$ cat config.mk
export PLATFORM = sky130hd
export DESIGN_NAME = dual_stack_shared_array
export DESIGN_NICKNAME = d
export VERILOG_FILES = /design/src/rtl/dss_pkg.sv /design/src/rtl/dss_ctrl.sv /design/src/rtl/dss_datapath.sv /design/src/rtl/dual_stack_shared_array.sv
export SDC_FILE = /design/constraint.sdc
export NUM_CORES = 2
export LEC_CHECK = 0
export BUFFER_PORTS_ARGS = -buffer_cell sky130_fd_sc_hd__buf_4
export CORE_MARGIN = 2
export CORE_UTILIZATION = 35
export CTS_CLUSTER_DIAMETER = 200
export DETAILED_ROUTE_END_ITERATION = 8
export PLACE_DENSITY = 0.49
export SYNTH_ARGS = -nofsm -noshare
export SYNTH_HDL_FRONTEND = slang
export SYNTH_SLANG_ARGS = --single-unit
$ cat constraint.sdc
create_clock -name clk -period 7.1 [get_ports clk]
set_clock_uncertainty 0.1 [all_clocks]
set_input_delay 0.355 -clock clk [delete_from_list [all_inputs] [get_ports clk]]
set_output_delay 0.355 -clock clk [all_outputs]
set_load 0.05 [all_outputs]
$ cat src/rtl/dss_pkg.sv
// Package for the dual stack shared array block.
// Holds operation and status codes, fixed field widths, and controller/datapath bundles.
// No dependencies.
package dss_pkg;

	localparam int DATA_W  = 32;
	localparam int COUNT_W = 7;

	typedef enum logic [1:0] {
		OP_PUSH_LO = 2'd0,
		OP_POP_LO  = 2'd1,
		OP_PUSH_UP = 2'd2,
		OP_POP_UP  = 2'd3
	} op_t;

	typedef enum logic [1:0] {
		STAT_OK        = 2'd0,
		STAT_OVERFLOW  = 2'd1,
		STAT_UNDERFLOW = 2'd2
	} status_t;

	// command from controller to datapath
	typedef struct packed {
		logic write;
		logic read;
		logic upper;
	} dss_cmd_t;

	// status from datapath to controller
	typedef struct packed {
		logic full;
		logic lower_empty;
		logic upper_empty;
	} dss_flags_t;

endpackage

$ cat src/rtl/dss_ctrl.sv
// Controller for the dual stack shared array: handshakes, operation decode, result register.
// Depends on dss_pkg.
module dss_ctrl
	import dss_pkg::*;
(
	input  logic        clk,
	input  logic        arst_n,
	input  logic        req_valid,
	output logic        req_stall,
	input  logic [1:0]  operation,
	output logic        rsp_valid,
	input  logic        rsp_stall,
	output logic [1:0]  status,
	output logic        pop_ok,
	input  dss_flags_t  flags,
	output dss_cmd_t    cmd
);

	typedef enum logic {
		ST_IDLE,
		ST_HOLD
	} state_t;

	state_t  state_q;
	status_t status_q;
	status_t stat_d;
	logic    pop_ok_q;
	logic    accept;
	dss_cmd_t op_cmd;

	assign req_stall = (state_q == ST_HOLD) && rsp_stall;
	assign accept    = req_valid && !req_stall;

	always_comb begin
		op_cmd = '0;
		stat_d = STAT_OK;
		unique case (op_t'(operation))
			OP_PUSH_LO: begin
				if (flags.full) stat_d = STAT_OVERFLOW;
				else op_cmd.write = 1'b1;
			end
			OP_POP_LO: begin
				if (flags.lower_empty) stat_d = STAT_UNDERFLOW;
				else op_cmd.read = 1'b1;
			end
			OP_PUSH_UP: begin
				op_cmd.upper = 1'b1;
				if (flags.full) stat_d = STAT_OVERFLOW;
				else op_cmd.write = 1'b1;
			end
			OP_POP_UP: begin
				op_cmd.upper = 1'b1;
				if (flags.upper_empty) stat_d = STAT_UNDERFLOW;
				else op_cmd.read = 1'b1;
			end
			default: stat_d = STAT_OK;
		endcase
	end

	always_comb begin
		cmd       = op_cmd;
		cmd.write = op_cmd.write && accept;
		cmd.read  = op_cmd.read && accept;
	end

	always_ff @(posedge clk or negedge arst_n) begin
		if (!arst_n) begin
			state_q  <= ST_IDLE;
			status_q <= STAT_OK;
			pop_ok_q <= 1'b0;
		end else begin
			unique case (state_q)
				ST_IDLE: begin
					if (accept) begin
						state_q  <= ST_HOLD;
						status_q <= stat_d;
						pop_ok_q <= op_cmd.read;
					end
				end
				ST_HOLD: begin
					if (accept) begin
						status_q <= stat_d;
						pop_ok_q <= op_cmd.read;
					end else if (!rsp_stall) begin
						state_q <= ST_IDLE;
					end
				end
				default: state_q <= ST_IDLE;
			endcase
		end
	end

	assign rsp_valid = (state_q == ST_HOLD);
	assign status    = status_q;
	assign pop_ok    = pop_ok_q;

endmodule

$ cat src/rtl/dss_datapath.sv
// Datapath for the dual stack shared array: storage memory, fill counters, address generation.
// Depends on dss_pkg.
module dss_datapath
	import dss_pkg::*;
#(
	parameter int DEPTH = 64
)(
	input  logic              clk,
	input  logic              arst_n,
	input  dss_cmd_t          cmd,
	input  logic [DATA_W-1:0] push_value,
	output logic [DATA_W-1:0] rd_data,
	output dss_flags_t        flags,
	output logic [COUNT_W-1:0] lower_count,
	output logic [COUNT_W-1:0] upper_count
);

	localparam int AW = (DEPTH > 1) ? $clog2(DEPTH) : 1;
	localparam int FW = $clog2(DEPTH + 1);

	logic [DATA_W-1:0] mem [DEPTH];
	logic [DATA_W-1:0] rd_q;
	logic [FW-1:0]     lower_fill_q;
	logic [FW-1:0]     upper_fill_q;
	logic [FW:0]       used;
	logic [FW-1:0]     lo_addr;
	logic [FW-1:0]     up_addr;
	logic [FW-1:0]     addr_full;
	logic [AW-1:0]     addr;

	assign used = {1'b0, lower_fill_q} + {1'b0, upper_fill_q};

	assign flags.full        = (used >= (FW+1)'(DEPTH));
	assign flags.lower_empty = (lower_fill_q == '0);
	assign flags.upper_empty = (upper_fill_q == '0);

	assign lo_addr   = cmd.write ? lower_fill_q : lower_fill_q - FW'(1);
	assign up_addr   = cmd.write ? FW'(DEPTH - 1) - upper_fill_q : FW'(DEPTH) - upper_fill_q;
	assign addr_full = cmd.upper ? up_addr : lo_addr;
	assign addr      = addr_full[AW-1:0];

	always_ff @(posedge clk) begin
		if (cmd.write) mem[addr] <= push_value;
		if (cmd.read) rd_q <= mem[addr];
	end

	always_ff @(posedge clk or negedge arst_n) begin
		if (!arst_n) begin
			lower_fill_q <= '0;
			upper_fill_q <= '0;
		end else begin
			if (cmd.upper) begin
				if (cmd.write) upper_fill_q <= upper_fill_q + FW'(1);
				else if (cmd.read) upper_fill_q <= upper_fill_q - FW'(1);
			end else begin
				if (cmd.write) lower_fill_q <= lower_fill_q + FW'(1);
				else if (cmd.read) lower_fill_q <= lower_fill_q - FW'(1);
			end
		end
	end

	assign rd_data     = rd_q;
	assign lower_count = COUNT_W'(lower_fill_q);
	assign upper_count = COUNT_W'(upper_fill_q);

endmodule

$ cat src/rtl/dual_stack_shared_array.sv
// Two stacks sharing one storage array: lower grows up from entry 0, upper down from the top.
// Top level; instantiates dss_ctrl and dss_datapath, depends on dss_pkg.
//
// Request channel: req_valid/req_stall with operation and push_value.
// Response channel: rsp_valid/rsp_stall with status, pop_value, lower_count, upper_count.
// Every request gives exactly one response. A transaction accepted at one edge
// shows its response from the next cycle on.
// Throughput: one transaction per cycle while the response side does not stall,
// set by the single-port storage memory (one read or one write per transaction)
// and the one-entry response register.
// Push: status overflow when the two stacks together hold DEPTH entries.
// Pop: status underflow when the chosen stack is empty; pop_value is zero unless
// a pop succeeds. Counts are the fills after the operation, reported in 7 bits.
// Reset empties both stacks and clears the response register; memory contents
// are not cleared and no clearing pass is needed.
// While the response is stalled it holds, and req_stall is raised so no new
// transaction is taken until the response is accepted.
module dual_stack_shared_array
	import dss_pkg::*;
#(
	parameter int DEPTH = 64
)(
	input  logic                      clk,
	input  logic                      arst_n,
	input  logic                      req_valid,
	output logic                      req_stall,
	input  logic [1:0]                operation,
	input  logic signed [DATA_W-1:0]  push_value,
	output logic                      rsp_valid,
	input  logic                      rsp_stall,
	output logic [1:0]                status,
	output logic signed [DATA_W-1:0]  pop_value,
	output logic [COUNT_W-1:0]        lower_count,
	output logic [COUNT_W-1:0]        upper_count
);

	dss_cmd_t          cmd;
	dss_flags_t        flags;
	logic              pop_ok;
	logic [DATA_W-1:0] rd_data;

	dss_ctrl u_ctrl (
		.clk       (clk),
		.arst_n    (arst_n),
		.req_valid (req_valid),
		.req_stall (req_stall),
		.operation (operation),
		.rsp_valid (rsp_valid),
		.rsp_stall (rsp_stall),
		.status    (status),
		.pop_ok    (pop_ok),
		.flags     (flags),
		.cmd       (cmd)
	);

	dss_datapath #(
		.DEPTH (DEPTH)
	) u_dp (
		.clk         (clk),
		.arst_n      (arst_n),
		.cmd         (cmd),
		.push_value  (push_value),
		.rd_data     (rd_data),
		.flags       (flags),
		.lower_count (lower_count),
		.upper_count (upper_count)
	);

	assign pop_value = pop_ok ? rd_data : '0;

endmodule

==> impl_metrics.ini <==
[sta]
tightest_slew_ns = 1.27
rsz0062_at_grt = false
hold_viol = 0
period_minus_slack_ns = 6.12
fmax_ghz = 0.163
relSlewSlack = 0.133
finalCritPeriodShare = 0.862
holdWs_ns = 0.397
setup_viol = 0
drv_slew = 0
fin_setup_tns_ns = 0

[run_status]
status = finished clean

[yosys]
yosysWarnings = 0
synth_most_common_cell = edfxtp_1
ys_types = 73
seq_area_frac_synth = 0.777
synth_area_leaders = edfxtp_1, mux4_2, a22oi_1, buf_2, nor2b_1
syn_area_mm2 = 0.0810
syn_inst = 3641
synthArstFlopShare = 0.00858
avgSynthCellArea_um2 = 22.3
yosys_most_used_dff = edfxtp_1
synth.top_cell.area_share = 0.771
ys_ff_latch = 2098
ys_top_cells_by_count = edfxtp_1, mux4_2, a22oi_1, buf_2, nor2_1
yosysTopAreaCell = edfxtp_1
synth_edf_count = 2080
synth_nets = 3699

[power]
finalPower_uw = 37500
ir_drop_mv = 0.317
p_leak_uw = 0.0289
p_comb_frac = 0.331
netSwitchingPower_uw = 12100
p_per_area_mw_per_mm2 = 399
swShare = 0.323
intPower_uw = 25400
p_seq_frac = 0.377
p_clk_frac = 0.291

[routing]
detail-route-antenna-nets = 0
dr_total_vias = 39200
drc_errors = 0
viasPerCell = 5.45
drtIter0Drc = 3720
wl_per_cell_um = 31.4
drt_wl_total_mm = 226
dr.pass1.iters = 7

[setup_path]
worstPathCellList = ha_1 -> fa_1 -> nand2_1 -> a2111o_1 -> o21ai_4 -> nand2_2 -> ha_1 -> a22oi_1 -> o211ai_1 -> buf_12 -> buf_12 -> buf_4 -> mux4_2 -> a22oi_1 -> and4_1 -> nand4_1
cp-start-kind = register
path_delay_family = compound AO/OA/AOI/OAI gates
path_buf_inv = 3
end_kind = register
critPathMaxFanout = 22
path_class = reg2reg
slowest_delay_ns = 0.61
rrSetupSlack_ns = 0.98
worstPathArrival_ns = 6.58
cp_slowest_cell = dfrtp_1
worstPathRequired_ns = 7.56

[die]
chipHeight_um = 485
die-area_mm2 = 0.235
ios = 88
start_util = 0.352
rows = 176
die_w_um = 485
core_area_mm2 = 0.230

[cts]
cts_tree = done
path_clk_slew_ns = 0.06
h-tree-depth = 4
cts_root_buf = clkbuf_16
clk_latency_ns = 0.86
cts_max_path_buffers = 3
cts_hold_buf = 40
cts_made_buffers = 213
cts-resized-gates = 0
clock_sinks = 2098
postCtsSetupRepairBufs = 0

[job]
cap_violations = 0

[placement]
globalplace.congestion = 0.805
dpl_cell_area_mm2 = 0.0869
dp.final_hpwl_mm = 127
io_buffers = 87

[min_path]
hp-class = reg2reg

[global_routing]
grt_pass1_vias = 40400
grt_max_degree = 65
track_usage = 0.191
gr-total-overflow = 0
grt_pass1_wl_mm = 317
antenna_found_initial = 19

[final_layout]
final_util = 0.409
syn2layout_area_growth_pct = 16.2
stdcell_area_mm2 = 0.0942
fin_nets = 4035
drive_gt1_frac = 0.280
fill_cells = 20100
## cells by family (layout without fill, tap and decap cells)
| logic type | after synthesis | in the layout | synth area share |
|---|---|---|---|
| DFF | 2098 | 2098 | 0.777 |
| muxes | 536 | 536 | 0.144 |
| and+or+nand+nor | 445 | 445 | 0.0312 |
| AOI/OAI and AO/OA | 325 | 325 | 0.0311 |
| buffers and inverters | 203 | 712 | 0.0123 |
| adders and majority gates | 20 | 20 | 0.00327 |
| xor gates and xnor gates | 14 | 14 | 0.00151 |
| other | 0 | 8 | 0 |
## routing by layer
metal / GRT usage / part of all wire
met1: 0.264 / 0.43
met2: 0.307 / 0.48
met3: 0.0409 / 0.063
met4: 0.0477 / 0.022
met5: 0 / 0
## registers in the layout, summed over array words and instances (netlist names)
signal and cells:
u_dp.lower_count 7, u_dp.rd_data 32, u_dp.mem 2048, u_ctrl.status 2
u_ctrl.rsp_valid 1, u_dp.upper_count 7, u_ctrl.pop_ok 1
## stage by stage
step                cells  worst slack (ns)
global route         7179             0.505
detailed placement   6747             0.799
floorplan            3641              1.30
CTS                  7175             0.803
global placement     6747             0.273
finish               7184             0.980
## cell type report
| class | count | area (um^2) | share of cell area |
|---|---|---|---|
| Inverter | 12 | 45.0 | 0.000478 |
| Tap cell | 3026 | 3790 | 0.0402 |
| Multi-Input combinational cell | 1340 | 17700 | 0.188 |
| Clock inverter | 133 | 1270 | 0.0135 |
| Clock buffer | 255 | 5510 | 0.0585 |
| Antenna cell | 8 | 20.0 | 0.000213 |
| Sequential cell | 2098 | 62900 | 0.668 |
| Timing Repair Buffer | 312 | 2880 | 0.0306 |
## cells in the final DEF (no fill, tap or decap), types with 26 or more instances in the layout
master,n
and2_1,64
a22o_1,41
and4_1,26
a22oi_1,110
nand2_1,59
mux2i_1,26
o21ai_0,43
dlygate4sd3_1,40
clkinv_2,34
nor2_4,67
nor2b_1,83
buf_12,35
nand4_1,30
clkbuf_1,41
edfxtp_1,2080
clkinv_1,61
nor3b_1,30
mux4_2,504
a2111oi_0,33
buf_4,236
clkbuf_16,214
## power groups by stage
stage | Sequential [uW] | Combinational (uW) | Clock, uW
floorplan | 14400 | 8020 | 0
global placement | 14400 | 12600 | 0
detailed placement | 14400 | 12600 | 0
CTS | 14200 | 12600 | 11200
global route | 14200 | 13300 | 11700
finish | 14200 | 12400 | 10900
## worst reg2reg max path: cells and delay by family, from the launching register on
kind | cells | cell delay [ns]
AO/OA/AOI/OAI | 5 | 1.44
buffers and inverters | 3 | 1.06
AND/OR/NAND/NOR | 4 | 1.01
adder cells (fa/ha/maj) | 3 | 1.00
flip-flops | 1 | 0.61
multiplexers | 1 | 0.61
## path summary, 6_finish.rpt
path	depth (start not counted)	start	endpoint
min	2	u_ctrl.status[0]$_DFFE_PN0P_	u_ctrl.status[0]$_DFFE_PN0P_
max reg2reg	16	u_dp.upper_count[0]$_DFFE_PN0P_	u_dp.rd_data[15]$_DFFE_PP_
min reg2reg	2	u_ctrl.status[0]$_DFFE_PN0P_	u_ctrl.status[0]$_DFFE_PN0P_
max in group asynchronous	3	arst_n	u_dp.lower_count[2]$_DFFE_PN0P_
min in group asynchronous	3	arst_n	u_dp.lower_count[6]$_DFFE_PN0P_
max	16	u_dp.upper_count[0]$_DFFE_PN0P_	u_dp.rd_data[15]$_DFFE_PP_
Power figures use the tool's default switching activity.
